$ cat config.mk
export PLATFORM = sky130hd
export DESIGN_NAME = pcc_isqrt
export DESIGN_NICKNAME = d
export VERILOG_FILES = /design/src/pcc_pkg.sv /design/src/pcc_isqrt.sv
export SDC_FILE = /design/constraint.sdc
export NUM_CORES = 1
export LEC_CHECK = 0
export ABC_CLOCK_PERIOD_IN_PS = 6800
export BUFFER_PORTS_ARGS = -buffer_cell sky130_fd_sc_hd__buf_2
export CAP_MARGIN = 30
export CORE_MARGIN = 4
export CORE_UTILIZATION = 38
export DETAILED_ROUTE_END_ITERATION = 6
export PLACE_DENSITY = 0.49
export SLEW_MARGIN = 20
export SYNTH_ARGS = -nofsm -noshare
export SYNTH_HDL_FRONTEND = slang
export SYNTH_SLANG_ARGS = --single-unit
$ cat constraint.sdc
create_clock -name clk -period 6.8 [get_ports clk]
set_input_delay 0.34 -clock clk [delete_from_list [all_inputs] [get_ports clk]]
set_output_delay 0.34 -clock clk [all_outputs]
set_load 0.05 [all_outputs]
$ cat src/pcc_pkg.sv
// ----------------------------------------------------------------------------
// pcc_pkg
// Shared widths, constants and register codes of the proxemic cost cell.
// ----------------------------------------------------------------------------
package pcc_pkg;

    localparam int FRAC_BITS_DEF = 10;

    localparam int ADDR_W  = 5;
    localparam int DATA_W  = 32;
    localparam int REL_W   = 18;
    localparam int VEL_W   = 16;
    localparam int COST_W  = 8;
    localparam int COV_W   = 16;
    localparam int GAIN_W  = 16;
    localparam int MAG_W   = 16;
    localparam int SQ_W    = 2 * MAG_W;
    localparam int PRJ_W   = 34;
    localparam int R2_W    = 36;
    localparam int AXIS_W  = 20;
    localparam int AXSQ_W  = 2 * AXIS_W;
    localparam int FA_W    = 34;
    localparam int FA_LO_W = 17;
    localparam int DENA_W  = COV_W + FA_W;
    localparam int NUMA_W  = AXSQ_W + 23;
    localparam int NUMB_W  = AXSQ_W + 15;
    localparam int EQ_W    = 21;
    localparam int E_W     = EQ_W + 1;
    localparam int X_W     = 30;
    localparam int M_W     = 31;

    localparam logic [30:0]    LOG2E_Q30 = 31'd1549082005;
    localparam logic [29:0]    LN2_Q30   = 30'd744261118;
    localparam logic [M_W-1:0] ONE_Q30   = 31'h4000_0000;
    localparam logic [E_W-1:0] E_LIMIT   = 22'h20_0000;

    localparam logic [7:0]  AMPLITUDE_RST  = 8'd77;
    localparam logic [7:0]  CUTOFF_RST     = 8'd10;
    localparam logic [15:0] COVARIANCE_RST = 16'd256;
    localparam logic [15:0] SPEED_GAIN_RST = 16'd1280;
    localparam logic        ENABLED_RST    = 1'b1;

    localparam logic [COST_W-1:0] COST_UNKNOWN = 8'd255;

    typedef enum logic [2:0] {
        REG_AMPLITUDE  = 3'd0,
        REG_CUTOFF     = 3'd1,
        REG_COVARIANCE = 3'd2,
        REG_SPEED_GAIN = 3'd3,
        REG_ENABLED    = 3'd4
    } reg_idx_t;

endpackage

$ cat src/pcc_isqrt.sv
// ----------------------------------------------------------------------------
// pcc_isqrt
// Pipelined integer square root, one result bit per stage.
// ----------------------------------------------------------------------------
module pcc_isqrt
    import pcc_pkg::*;
#(
    parameter int SIDE_W = 1
)
(
    input  logic              clk,
    input  logic              rst_n,
    input  logic              en,
    input  logic [SQ_W-1:0]   rad,
    input  logic [SIDE_W-1:0] side_in,
    output logic [MAG_W-1:0]  root,
    output logic [SIDE_W-1:0] side_out
);

    localparam int REM_W = MAG_W + 1;

    logic [REM_W-1:0]  rem_reg  [1:MAG_W];
    logic [MAG_W-1:0]  root_reg [1:MAG_W];
    logic [SQ_W-1:0]   rad_reg  [1:MAG_W];
    logic [SIDE_W-1:0] side_reg [1:MAG_W];

    genvar i;
    generate
        for (i = 0; i < MAG_W; i++)
        begin : g_stage
            localparam int PB = 2 * (MAG_W - 1 - i);
            logic [REM_W-1:0]  rem_prev;
            logic [MAG_W-1:0]  root_prev;
            logic [SQ_W-1:0]   rad_prev;
            logic [SIDE_W-1:0] side_prev;
            logic [REM_W+1:0]  sh;
            logic [REM_W+1:0]  trial;
            logic              ge;
            logic [REM_W+1:0]  diff;

            if (i == 0)
            begin : g_first
                assign rem_prev  = '0;
                assign root_prev = '0;
                assign rad_prev  = rad;
                assign side_prev = side_in;
            end
            else
            begin : g_next
                assign rem_prev  = rem_reg[i];
                assign root_prev = root_reg[i];
                assign rad_prev  = rad_reg[i];
                assign side_prev = side_reg[i];
            end

            assign sh    = {rem_prev, rad_prev[PB+1:PB]};
            assign trial = (REM_W+2)'({root_prev, 2'b01});
            assign ge    = (sh >= trial);
            assign diff  = sh - trial;

            always_ff @(posedge clk or negedge rst_n)
            begin
                if (!rst_n)
                begin
                    side_reg[i+1] <= '0;
                end
                else if (en)
                begin
                    side_reg[i+1] <= side_prev;
                end
            end

            always_ff @(posedge clk)
            begin
                if (en)
                begin
                    rem_reg[i+1]  <= ge ? diff[REM_W-1:0] : sh[REM_W-1:0];
                    root_reg[i+1] <= {root_prev[MAG_W-2:0], ge};
                    rad_reg[i+1]  <= rad_prev;
                end
            end
        end
    endgenerate

    assign root     = root_reg[MAG_W];
    assign side_out = side_reg[MAG_W];

endmodule

# [After elaboration in Yosys (flattened, before gate mapping)]
# Memory sizes are Yosys's and may differ from the RTL's.
# Index checks and enable logic that the tools add are counted.
[word_totals] reg_bits=16 mem_bits_rw=1040 input_bits=36 output_inout_bits=17 elab_cells=69 mem_count=3
[mem_list] memory="rad_reg" depth=16 width=32 rd=15 rd_ports_with_merged_regs=0 write_ports=16 line_no="pcc_isqrt.sv:24" rtl="logic [SQ_W-1:0] rad_reg [1:MAG_W];"
[mem_list] memory="rem_reg" depth=16 width=17 rd=15 rd_ports_with_merged_regs=0 write_ports=16 line_no="pcc_isqrt.sv:22" rtl="logic [REM_W-1:0] rem_reg [1:MAG_W];"
[mem_list] memory="root_reg" depth=16 width=16 rd=16 rd_ports_with_merged_regs=0 write_ports=16 line_no="pcc_isqrt.sv:23" rtl="logic [MAG_W-1:0] root_reg [1:MAG_W];"
[classes] addsub=16 order_cmp=16 n_mux=18
[op_table] cell="19-bit by 18-bit greater-or-equal comparator with 1-bit output" count=15
[op_table] cell="17-bit 2-to-1 mux" count=16
[op_table] cell="17-bit subtractor" count=15
[op_table] cell="2-bit by 1-bit subtractor with 3-bit output, second input constant" count=1
[op_table] cell="2-bit by 1-bit greater-or-equal comparator with 1-bit output, second input constant" count=1
[op_table] cell="1-bit 2-to-1 mux" count=2

# [Depth between registers and ports, before layout]
# An unclocked memory read counts as a cell.
[depth] word_depth=3 mapped_depth=11 mapped_depth_nobuf=9

# [Worst setup path after synthesis]
# No wires, ideal clock.
[synth_path] kind="reg-to-reg" from="register, netlist name rem_reg[0][238]" to="register, netlist name rem_reg[0][264]" setup_ns=0.260 arrival_time_ns=2.446 required_ns=6.540 setup_slack_ns=4.095 stages_incl_launch_ff=9 path_buffers=1 synth_period_minus_slack_ns=2.705 path_cell_list="edfxtp_1 > ha_1 > o21ai_0 > a22oi_1 > or2_2 > nand2_1 > o31ai_2 > buf_2 > mux2_2"

==> flow_metrics.env <==
export IMPL_clk_latency_ns=0.60
export IMPL_first_pass_iters=5
export IMPL_max_freq_ghz=0.304
export IMPL_cts_num_sinks=629
export IMPL_dp_hpwl_mm=37.3
export IMPL_async_flop_share_pct=2.54
export IMPL_r2r_end="rem_reg[0][184]$_DFFE_PP_"
export IMPL_start_util_pct=38.4
export IMPL_syn_area_per_cell_um2=13.3
export IMPL_grt_max_degree=153
export IMPL_post_cts_setup_buffer_count=0
export IMPL_end_kind="flop"
export IMPL_crit_path_max_incr_delay_ns=0.66
export IMPL_worst_pin_slew_ns=1.05
export IMPL_syn_to_final_growth_pct=14.7
export IMPL_wl_met1_mm=24.9
export IMPL_cp_max_fo=22
export IMPL_portBuffers=52
export IMPL_antenna_found_initial=1
export IMPL_crit_chain="ha_1, o21ai_0, a2111oi_1, nor3_1, o2111a_1, a2111oi_1, xor2_1"
export IMPL_dr_wl_met2_mm=24.6
export IMPL_largest_reg_flops=240
export IMPL_fin_util_pct=44.0
export IMPL_layout_min_cycle_time_ns=3.29
export IMPL_row_count=101
export IMPL_die_area_um2=81200
export IMPL_drt_vias_per_instance=4.98
export IMPL_dr_wl_met3_mm=2.61
export IMPL_gp_congestion=0.826
export IMPL_cp_top_family="compound AO/OA/AOI/OAI gates"
export IMPL_ys_warn_count=0
export IMPL_clkTransAtPathRegs_ns=0.06
export IMPL_pin_count=53
export IMPL_crit_type="reg2reg"
export IMPL_r2r_slack_ns=3.51
export IMPL_finalInstanceArea_um2=33400
export IMPL_core_area_um2=75900
export IMPL_fin_skew_ns=0.0194
export IMPL_max_slew_margin_rel_pct=30.1
export IMPL_drive_above_1_share_pct=10.6
export IMPL_dpl_cell_area_um2=30600
export IMPL_grt_usage_pct=13.4
export IMPL_overflow=0
export IMPL_wire_per_inst_um=15.7
export IMPL_cts_made_buffers=74
export IMPL_startpoint="rem_reg[0][153]$_DFFE_PP_"
export IMPL_setup_viol=0
export IMPL_diodes=0
export IMPL_final_cell_mix="edfxtp_1 (613), inv_1 (193), ha_1 (152), nor2_1 (132), a21oi_1 (127)"
export IMPL_root_buffer="clkbuf_16"
export IMPL_cts_max_level=3
export IMPL_powerDensity_nw_per_um2=311
export IMPL_num_vias=17000
export IMPL_slowest_stage="a2111oi_1"
export IMPL_grt_first_pass_wirelength_mm=89.2
export IMPL_r2r_start="rem_reg[0][153]$_DFFE_PP_"
export IMPL_endpoint="rem_reg[0][184]$_DFFE_PP_"
export IMPL_hold_viol=0
export IMPL_status="finished, final reports clean"
export IMPL_die_w_um=285
export IMPL_synth_edf_count=613
export IMPL_start_kind="flop"
export IMPL_worstPathArrival_ns=3.60
export IMPL_synth_distinct_cells=77
export IMPL_min_period_over_period_pct=48.4
export IMPL_synth_area_um2=29100
export IMPL_num_fill_cells=6913
export IMPL_final_antenna_net_count=0
export IMPL_layout_commonest_cell="edfxtp_1"
export IMPL_peakVddDrop_uv=193
export IMPL_ys_flop_type="edfxtp_1"
export IMPL_cts_tree="built"
export IMPL_hold_class="in2async"
export IMPL_maxCapViolCount=0
export IMPL_drt_iter0_drc=1249
export IMPL_crit_top_cell="a2111oi_1"
export IMPL_worst_path_stages=7
export IMPL_finalSetupTns_ns=0
export IMPL_yosysSeqAreaShare_pct=64.6
export IMPL_nets=2511
export IMPL_path_buf_inv=0
export IMPL_grt_pass1_vias=16900
export IMPL_die_y_um=285
export IMPL_ys_ff_latch=629
export IMPL_highest_layer="met4"
export IMPL_cts_repair_resize_count=0
export IMPL_synth_net_count=2375
export IMPL_p_leak_nw=12.8
export IMPL_wirelength_mm=53.5
export IMPL_cp_required_ns=7.11
export IMPL_rsz0062_at_grt="no"
export IMPL_rr_worst_depth=7
export IMPL_remaining_drc_errors=0
export IMPL_maxSlewViolCount=0
export IMPL_synthCells=2187
export IMPL_clk_path_buf_depth=3
where the power goes:
| part | switching [mW] | internal, mW |
|---|---|---|
| Combinational | 0.859 | 0.682 |
| Clock | 1.57 | 2.23 |
| Sequential | 0.243 | 4.79 |
worst register-to-register path, cell delays in order, from the launching register on:
cell       delay [ns]
edfxtp_1         0.39
ha_1             0.35
o21ai_0          0.16
a2111oi_1        0.66
nor3_1           0.17
o2111a_1         0.54
a2111oi_1        0.62
xor2_1           0.12
cell families after synthesis:
| family | after synthesis | synth area share [%] |
|---|---|---|
| compound gates | 425 | 9.30 |
| buf+inv | 233 | 3.09 |
| xor+xnor | 156 | 4.72 |
| fa+ha+maj | 152 | 6.53 |
| other cells | 1 | 0.0129 |
| flops | 629 | 64.6 |
| simple gates | 528 | 9.37 |
| mux | 63 | 2.41 |
cell type report:
class | instances | area (um^2) | share of cell area [%]
clock buffer | 93 | 1970 | 5.91
clock inverter | 42 | 402 | 1.20
inverter | 193 | 724 | 2.17
multi-input combinational | 1325 | 9430 | 28.2
sequential | 629 | 18800 | 56.3
tap | 1030 | 1290 | 3.86
timing repair buffer | 100 | 787 | 2.36
repair_timing:
action	in CTS	in global routing
endpoints found under the setup margin	0	0
hold buffers	35	0
endpoints found under the hold margin	50	0
per-layer routing:
metal | GRT usage [%] | vias to the layer above
li1 | - | 8464
met1 | 18.5 | 8101
met2 | 21.2 | 327
met3 | 2.48 | 98
met4 | 4.60 | 0
met5 | 0 | -
per-stage QoR:
step	std cells	hold WS [ns]	setup WS [ns]	power, mW
final	3412	0.176	3.51	10.4
after global routing	3412	0.198	3.15	11.0
after CTS	3410	0.132	3.58	10.5
after detailed placement	3240	0.272	3.62	6.64
after global placement	3239	0.260	3.75	6.62
after floorplan	2187	0.0444	4.09	6.16
cell usage after synthesis (32+ instances only):
| master | number | area share (%) |
|---|---|---|
| nand2_1 | 91 | 1.2 |
| mux2_2 | 50 | 1.9 |
| ha_1 | 152 | 6.5 |
| nor3_1 | 61 | 1.0 |
| nand3_1 | 40 | 0.69 |
| a21oi_1 | 127 | 2.2 |
| a21o_1 | 45 | 1.2 |
| xnor2_1 | 85 | 2.6 |
| or3_1 | 32 | 0.69 |
| inv_1 | 193 | 2.5 |
| nor2_1 | 132 | 1.7 |
| xor2_1 | 70 | 2.1 |
| edfxtp_1 | 613 | 63 |
| o21ai_0 | 97 | 1.7 |
worst min path at each step:
stage | to | slack, ns | cells past startpoint
CTS | g_stage[1].side_prev$_DFFE_PN0P_ | 0.13 | 2
global placement | g_stage[1].side_prev$_DFFE_PN0P_ | 0.26 | 1
finish | g_stage[1].side_prev$_DFFE_PN0P_ | 0.18 | 2
global route | g_stage[1].side_prev$_DFFE_PN0P_ | 0.20 | 2
floorplan | g_stage[10].side_prev$_DFFE_PN0P_ | 0.04 | 0
detailed placement | g_stage[1].side_prev$_DFFE_PN0P_ | 0.27 | 1
(Power assumes the default switching activity.)
