**src/pcc_pkg.sv**
```systemverilog
// ----------------------------------------------------------------------------
// pcc_pkg
// Shared widths, constants and register codes of the proxemic cost cell.
// ----------------------------------------------------------------------------
package pcc_pkg;

    localparam int FRAC_BITS_DEF = 10;

    localparam int ADDR_W  = 5;
    localparam int DATA_W  = 32;
    localparam int REL_W   = 18;
    localparam int VEL_W   = 16;
    localparam int COST_W  = 8;
    localparam int COV_W   = 16;
    localparam int GAIN_W  = 16;
    localparam int MAG_W   = 16;
    localparam int SQ_W    = 2 * MAG_W;
    localparam int PRJ_W   = 34;
    localparam int R2_W    = 36;
    localparam int AXIS_W  = 20;
    localparam int AXSQ_W  = 2 * AXIS_W;
    localparam int FA_W    = 34;
    localparam int FA_LO_W = 17;
    localparam int DENA_W  = COV_W + FA_W;
    localparam int NUMA_W  = AXSQ_W + 23;
    localparam int NUMB_W  = AXSQ_W + 15;
    localparam int EQ_W    = 21;
    localparam int E_W     = EQ_W + 1;
    localparam int X_W     = 30;
    localparam int M_W     = 31;

    localparam logic [30:0]    LOG2E_Q30 = 31'd1549082005;
    localparam logic [29:0]    LN2_Q30   = 30'd744261118;
    localparam logic [M_W-1:0] ONE_Q30   = 31'h4000_0000;
    localparam logic [E_W-1:0] E_LIMIT   = 22'h20_0000;

    localparam logic [7:0]  AMPLITUDE_RST  = 8'd77;
    localparam logic [7:0]  CUTOFF_RST     = 8'd10;
    localparam logic [15:0] COVARIANCE_RST = 16'd256;
    localparam logic [15:0] SPEED_GAIN_RST = 16'd1280;
    localparam logic        ENABLED_RST    = 1'b1;

    localparam logic [COST_W-1:0] COST_UNKNOWN = 8'd255;

    typedef enum logic [2:0] {
        REG_AMPLITUDE  = 3'd0,
        REG_CUTOFF     = 3'd1,
        REG_COVARIANCE = 3'd2,
        REG_SPEED_GAIN = 3'd3,
        REG_ENABLED    = 3'd4
    } reg_idx_t;

endpackage

```
**src/pcc_div.sv**
```systemverilog
// ----------------------------------------------------------------------------
// pcc_div
// Pipelined restoring divider, one quotient bit per stage. The caller
// guarantees num < den << Q_W, or ignores the quotient.
// ----------------------------------------------------------------------------
module pcc_div
    import pcc_pkg::*;
#(
    parameter int N_W    = 34,
    parameter int D_W    = 16,
    parameter int Q_W    = 20,
    parameter int SIDE_W = 1
)
(
    input  logic              clk,
    input  logic              rst_n,
    input  logic              en,
    input  logic [N_W-1:0]    num,
    input  logic [D_W-1:0]    den,
    input  logic [SIDE_W-1:0] side_in,
    output logic [Q_W-1:0]    quo,
    output logic [SIDE_W-1:0] side_out
);

    logic [D_W-1:0]    rem_reg  [1:Q_W];
    logic [Q_W-1:0]    quo_reg  [1:Q_W];
    logic [Q_W-1:0]    low_reg  [1:Q_W];
    logic [D_W-1:0]    den_reg  [1:Q_W];
    logic [SIDE_W-1:0] side_reg [1:Q_W];

    logic [N_W-Q_W-1:0] num_hi;
    assign num_hi = num[N_W-1:Q_W];

    genvar i;
    generate
        for (i = 0; i < Q_W; i++)
        begin : g_stage
            localparam int B = Q_W - 1 - i;
            logic [D_W-1:0]    rem_prev;
            logic [Q_W-1:0]    quo_prev;
            logic [Q_W-1:0]    low_prev;
            logic [D_W-1:0]    den_prev;
            logic [SIDE_W-1:0] side_prev;
            logic [D_W:0]      sh;
            logic [D_W:0]      diff;
            logic              ge;

            if (i == 0)
            begin : g_first
                assign rem_prev  = D_W'(num_hi);
                assign quo_prev  = '0;
                assign low_prev  = num[Q_W-1:0];
                assign den_prev  = den;
                assign side_prev = side_in;
            end
            else
            begin : g_next
                assign rem_prev  = rem_reg[i];
                assign quo_prev  = quo_reg[i];
                assign low_prev  = low_reg[i];
                assign den_prev  = den_reg[i];
                assign side_prev = side_reg[i];
            end

            assign sh   = {rem_prev, low_prev[B]};
            assign ge   = (sh >= {1'b0, den_prev});
            assign diff = sh - {1'b0, den_prev};

            always_ff @(posedge clk or negedge rst_n)
            begin
                if (!rst_n)
                begin
                    side_reg[i+1] <= '0;
                end
                else if (en)
                begin
                    side_reg[i+1] <= side_prev;
                end
            end

            always_ff @(posedge clk)
            begin
                if (en)
                begin
                    rem_reg[i+1]  <= ge ? diff[D_W-1:0] : sh[D_W-1:0];
                    quo_reg[i+1]  <= quo_prev | (Q_W'(ge) << B);
                    low_reg[i+1]  <= low_prev;
                    den_reg[i+1]  <= den_prev;
                end
            end
        end
    endgenerate

    assign quo      = quo_reg[Q_W];
    assign side_out = side_reg[Q_W];

endmodule

```
**config.mk**
```make
export PLATFORM = sky130hd
export DESIGN_NAME = pcc_div
export DESIGN_NICKNAME = d
export VERILOG_FILES = /design/src/pcc_pkg.sv /design/src/pcc_div.sv
export SDC_FILE = /design/constraint.sdc
export NUM_CORES = 2
export LEC_CHECK = 0
export BUFFER_PORTS_ARGS = -buffer_cell sky130_fd_sc_hd__buf_2
export CORE_UTILIZATION = 35
export DETAILED_ROUTE_END_ITERATION = 10
export GPL_TIMING_DRIVEN = 0
export SYNTH_ARGS = -nofsm -noshare
export SYNTH_HDL_FRONTEND = slang
export SYNTH_SLANG_ARGS = --single-unit
```
**constraint.sdc**
```tcl
create_clock -name clk -period 3.6 [get_ports clk]
set_clock_uncertainty 0.1 [all_clocks]
set_input_delay 0.18 -clock clk [delete_from_list [all_inputs] [get_ports clk]]
set_output_delay 0.18 -clock clk [all_outputs]
set_load 0.02 [all_outputs]
```
# After elaboration in Yosys (flattened, before gate mapping)
# Memories as Yosys holds them, arrays and structs flattened.
# Cells that the tools add are included.
# W data, S select, Z words.
[op_classes] n_bitwise=19 magnitude_cmp=20 mux=22 n_addsub=20
[op_table] operator="$ge A17 B16 Y1" count=19
[op_table] operator="$mux W16" count=20
[op_table] operator="$sub A16 B16 Y16" count=19
[op_table] operator="$or A20 B1 Y20" count=1
[op_table] operator="$or A20 B10 Y20" count=1
[op_table] operator="$or A20 B11 Y20" count=1
[op_table] operator="$or A20 B12 Y20" count=1
[op_table] operator="$or A20 B13 Y20" count=1
[op_table] operator="$or A20 B14 Y20" count=1
[op_table] operator="$or A20 B15 Y20" count=1
[op_table] operator="$or A20 B16 Y20" count=1
[op_table] operator="$or A20 B17 Y20" count=1
[op_table] operator="$or A20 B18 Y20" count=1
[op_table] operator="$or A20 B19 Y20" count=1
[op_table] operator="$or A20 B2 Y20" count=1
[op_table] operator="$or A20 B3 Y20" count=1
[op_table] operator="$or A20 B4 Y20" count=1
[op_table] operator="$or A20 B5 Y20" count=1
[op_table] operator="$or A20 B6 Y20" count=1
[op_table] operator="$or A20 B7 Y20" count=1
[op_table] operator="$or A20 B8 Y20" count=1
[op_table] operator="$or A20 B9 Y20" count=1
[op_table] operator="$ge A15 B16 Y1" count=1
[op_table] operator="$sub A15 B16 Y16" count=1
[op_table] operator="$mux W1" count=2
[totals] output_inout_bits=21 mem_count=4 in_bits=54 elab_cells=105 register_bits=20 ramBits=1440
[memory_table] name="low_reg" words=20 width=20 rd=19 rd_clocked_by_memory_dff=0 write_ports=20 line="pcc_div.sv:27" text="logic [Q_W-1:0] low_reg [1:Q_W];"
[memory_table] name="quo_reg" words=20 width=20 rd=20 rd_clocked_by_memory_dff=0 write_ports=20 line="pcc_div.sv:26" text="logic [Q_W-1:0] quo_reg [1:Q_W];"
[memory_table] name="den_reg" words=20 width=16 rd=19 rd_clocked_by_memory_dff=0 write_ports=20 line="pcc_div.sv:28" text="logic [D_W-1:0] den_reg [1:Q_W];"
[memory_table] name="rem_reg" words=20 width=16 rd=19 rd_clocked_by_memory_dff=0 write_ports=20 line="pcc_div.sv:25" text="logic [D_W-1:0] rem_reg [1:Q_W];"

# Longest topological paths before layout
# An unclocked memory read counts as a cell.
[depth] depth_word=3 mapped_depth=14 ltp_nobuf=13

# Worst setup path before layout
# Ideal clock, no wire load.
[synth_timing] path_type="reg-to-reg" from="register, netlist name den_reg[0][49]" to="register, netlist name rem_reg[0][72]" n_path_buf=1 required_ps=3240 arrival_ps=2773 period_less_slack_ps=3134 setup_ps=260 path_slack_ps=466 stages_incl_launch_ff=12 cell_sequence="edfxtp_1 inv_1 ha_1 nor2b_1 o31a_1 or4_4 a31oi_4 o21a_1 o21ai_2 a41oi_4 buf_8 mux2_4"

==> flow_summary_export.csv <==
group,metric,value,unit
synthesis,synth_nets,4167,
sta,slew_headroom,0.434,
drt,met3WireLength,3.63,mm
floorplanning,die_w,379,um
floorplanning,ioPinCount,75,
sta,fmaxAchievable,284,MHz
drt,maxUsedRoutingLayer,"met4",
cells_and_area,final_core_utilization,0.412,
setup_path,cpMostUsedCell,"sky130_fd_sc_hd__o21a_1",
run_status,status,"finished, final reports clean",
floorplanning,start_util,0.355,
flow_run,timing.max_cap.violations,0,
synthesis,yosys.cell_types.count,83,
power,p_leak,22.6,nW
power,design_power_total,48.0,mW
cts,htree_num_levels,3,
cts,tritoncts_clock_tree,"done",
synthesis,synth.largest_area_cell,"sky130_fd_sc_hd__edfxtp_1",
drt,initialDrtViolationCount,1824,
floorplanning,core-area,0.140,sq mm
synthesis,asr_flop_ratio_synth,0.0195,
placement,dp_hpwl,63.8,mm
floorplanning,fp.dieArea,0.144,sq mm
drt,detail_route.drc_violations,0,
setup_path,cp_slowest_stage_delay,430,ps
global_route,initial_antenna_violation_count,0,
synthesis,synth_sequential_area_ratio,0.619,
cts,clkSinkCount,1028,
setup_path,worstPathRequired,3940,ps
cts,root_buffer_cell,"sky130_fd_sc_hd__clkbuf_16",
setup_path,worstSetupStartpoint,"rem_reg[0][162]",
sta,setup_viol,0,
sta,hold_violations,0,
synthesis,synth_enable_flop_cells,1008,
drt,finalWirelength,91.1,mm
cells_and_area,layout-drive-gt1-share,0.129,
drt,vias,29200,
sta,min_period_over_period,0.979,
synthesis,synth_area,0.0497,sq mm
cts,path_clk_slew,60,ps
cts,cts_max_path_buffers,3,
global_route,overflow,0,
global_route,grt_max_degree,131,
setup_path,cp_max_fo,10,
sta,report.final.slew_viol_count,0,
setup_path,critPathSlowestCell,"sky130_fd_sc_hd__or3_4",
synthesis,postSynth.topFlopCell,"sky130_fd_sc_hd__edfxtp_1",
synthesis,number_of_instances_in_the_synthesized_netlist,3775,
cts,cts_inserted_buffers,116,
placement,port_buffers,74,
synthesis,syn-mean-instance-area,13.2,sq um
floorplanning,rows,137,
sta,min_period,3520,ps
global_route,grt_pass1_vias,28900,
cells_and_area,nets,4450,
cells_and_area,fillers,13000,
cells_and_area,layout-area-overhead-vs-synth,16.0,%
placement,place.gp.congestion,0.869,
setup_path,ordered_cell_list_for_the_critical_path,"ha_1 > and3_1 > a21bo_1 > a31oi_1 > o21a_1 > o21a_1 > or3_4 > a31oi_4 > buf_12 > buf_8 > mux2_4",
drt,routed_wire_length_per_instance,15.1,um
global_route,grt_use_total,0.127,
worst_hold_path,source_of_the_worst_hold_timing_path,"den[1]",
drt,dr.pass1.iters,5,
setup_path,critical_path.endpoint_type,"flop",
drt,antenna_left,0,
setup_path,cp-start-kind,"flop",
drt,via_per_inst,4.84,
cts,insertion_delay,730,ps
drt,m1WireLength,40.7,mm
sta,max_slew.worst_pin.slew,846,ps
drt,route.met2.wl,43.4,mm
synthesis,synth_top_cells_by_area,"sky130_fd_sc_hd__edfxtp_1, sky130_fd_sc_hd__ha_1, sky130_fd_sc_hd__mux2_2",
setup_path,cp.arrival,3860,ps
cells_and_area,antenna_cells,0,
floorplanning,fp.dieH,379,um
power,irDropWorstVdd,0.457,mV
synthesis,synth_top_area_share,0.609,
sta,hold-worst-slack,84.6,ps
global_route,grt_first_pass_wirelength,148,mm
setup_path,timing.rr.start,"rem_reg[0][162]",
synthesis,yosysWarnings,0,
setup_path,critPathKind,"flop to flop",
worst_hold_path,hold_path_class,"input pin to flop",
sta,setup_total_negative_slack,0,ps
power,p_per_cell_area,832,mW/mm^2
synthesis,ys_seq_elements,1028,
## repair_timing
action                                  in CTS  in global routing
hold endpoints to repair                   116                  0
pin swaps                                    2                  4
resized for setup                            6                 28
hold buffers                                75                  0
buffers inserted                             3                  6
endpoints found under the setup margin      43                 95
## worst max-delay path: cells and delay by family, from the launching register on
family | cells | cell delay (ps)
adder cells (fa/ha/maj) | 1 | 370
AND/OR/NAND/NOR | 2 | 680
multiplexers | 1 | 310
buffers and inverters | 2 | 330
flip-flops | 1 | 400
AO/OA/AOI/OAI | 5 | 1030
## cells by family after synthesis
family | share of synthesized area
buffers and inverters | 0.0355
adder cells (fa/ha/maj) | 0.0879
XOR/XNOR | 0.0350
AND/OR/NAND/NOR | 0.0673
multiplexers | 0.0494
AO/OA/AOI/OAI | 0.106
flip-flops | 0.619
## power by group
group | internal, mW | total [mW] | switching [mW] | leakage, nW
Clock | 7.43 | 12.4 | 4.96 | 1.97
Sequential | 16.7 | 18.0 | 1.26 | 10.1
Combinational | 8.17 | 17.6 | 9.47 | 10.5
Total | 32.3 | 48.0 | 15.7 | 22.6
## routing by layer
layer | vias up | GRT usage
li1 | 14600 | -
met1 | 13900 | 0.159
met2 | 540 | 0.215
met3 | 187 | 0.0209
met4 | 0 | 0.0584
met5 | - | 0
## path summary, 6_finish.rpt
path / end / slack (ps) / depth (start not counted)
worst max-delay path: rem_reg[0][186] / 80 / 11
worst min-delay path: den_reg[0][17] / 80 / 2
worst max register to register: rem_reg[0][186] / 80 / 11
worst min register to register: low_reg[0][87] / 280 / 0
max in group asynchronous: g_stage[1].side_prev / 2320 / 3
min in group asynchronous: g_stage[11].side_prev / 550 / 3
## metrics by stage
stage	instances	instance area [sq um]	setup slack (ps)
2_1_floorplan	3775	49700	466
6_report	6034	57700	75.9
5_1_grt	6034	57700	-0.542
3_3_place_gp	5725	52500	-13640
4_1_cts	6030	57600	27.8
3_5_place_dp	5734	52700	-165
## cell type report
type                       count  area, sq um  area share
buffer                        52          260     0.00451
clock buffer                 132         2980      0.0517
clock inverter                86         1090      0.0189
inverter                     404         1520      0.0263
multi-input combinational   2289        17300       0.299
sequential                  1028        30800       0.533
tap                         1876         2350      0.0407
timing repair buffer         167         1470      0.0255
## cells in the mapped netlist (9+ instances only)
cell type / instances
sky130_fd_sc_hd__xor2_1: 83
sky130_fd_sc_hd__mux2_4: 18
sky130_fd_sc_hd__nor4_1: 10
sky130_fd_sc_hd__o31a_1: 24
sky130_fd_sc_hd__edfxtp_1: 1008
sky130_fd_sc_hd__a31oi_1: 33
sky130_fd_sc_hd__a21oi_1: 239
sky130_fd_sc_hd__inv_1: 403
sky130_fd_sc_hd__o211ai_1: 13
sky130_fd_sc_hd__clkbuf_1: 36
sky130_fd_sc_hd__and3_1: 14
sky130_fd_sc_hd__buf_2: 12
sky130_fd_sc_hd__dfrtp_1: 20
sky130_fd_sc_hd__xnor2_1: 116
sky130_fd_sc_hd__o21ai_0: 211
sky130_fd_sc_hd__mux2i_1: 26
sky130_fd_sc_hd__nand2b_1: 30
sky130_fd_sc_hd__o31ai_1: 17
sky130_fd_sc_hd__nor2b_1: 51
sky130_fd_sc_hd__o22ai_1: 9
sky130_fd_sc_hd__mux2_2: 169
sky130_fd_sc_hd__ha_1: 319
sky130_fd_sc_hd__nor3_1: 51
sky130_fd_sc_hd__nand4_1: 40
sky130_fd_sc_hd__o21bai_1: 19
sky130_fd_sc_hd__o21a_1: 67
sky130_fd_sc_hd__a21o_1: 82
sky130_fd_sc_hd__a211oi_1: 21
sky130_fd_sc_hd__nor2_1: 201
sky130_fd_sc_hd__nand2_1: 196
sky130_fd_sc_hd__a211o_1: 16
sky130_fd_sc_hd__fa_1: 19
sky130_fd_sc_hd__nand3_1: 57
## placed cells by master, fill, tap and decap left out, types with 20 or more instances in the layout
cell | Yosys | final
sky130_fd_sc_hd__o21a_1 | 67 | 67
sky130_fd_sc_hd__edfxtp_1 | 1008 | 1008
sky130_fd_sc_hd__nor2b_1 | 51 | 51
sky130_fd_sc_hd__clkinv_2 | 0 | 29
sky130_fd_sc_hd__nand3_1 | 57 | 57
sky130_fd_sc_hd__nand2b_1 | 30 | 30
sky130_fd_sc_hd__inv_1 | 403 | 403
sky130_fd_sc_hd__o31a_1 | 24 | 24
sky130_fd_sc_hd__a21o_1 | 82 | 82
sky130_fd_sc_hd__bufinv_16 | 0 | 20
sky130_fd_sc_hd__dfrtp_1 | 20 | 20
sky130_fd_sc_hd__mux2i_1 | 26 | 26
sky130_fd_sc_hd__xnor2_1 | 116 | 116
sky130_fd_sc_hd__ha_1 | 319 | 318
sky130_fd_sc_hd__clkbuf_16 | 0 | 117
sky130_fd_sc_hd__nand4_1 | 40 | 40
sky130_fd_sc_hd__nor2_1 | 201 | 201
sky130_fd_sc_hd__a21oi_1 | 239 | 238
sky130_fd_sc_hd__o21ai_0 | 211 | 210
sky130_fd_sc_hd__clkbuf_1 | 36 | 40
sky130_fd_sc_hd__buf_2 | 12 | 82
sky130_fd_sc_hd__a31oi_1 | 33 | 32
sky130_fd_sc_hd__nand2_1 | 196 | 196
sky130_fd_sc_hd__dlygate4sd3_1 | 0 | 75
sky130_fd_sc_hd__mux2_2 | 169 | 169
sky130_fd_sc_hd__nor3_1 | 51 | 51
sky130_fd_sc_hd__xor2_1 | 83 | 83
(Power assumes the default switching activity.)
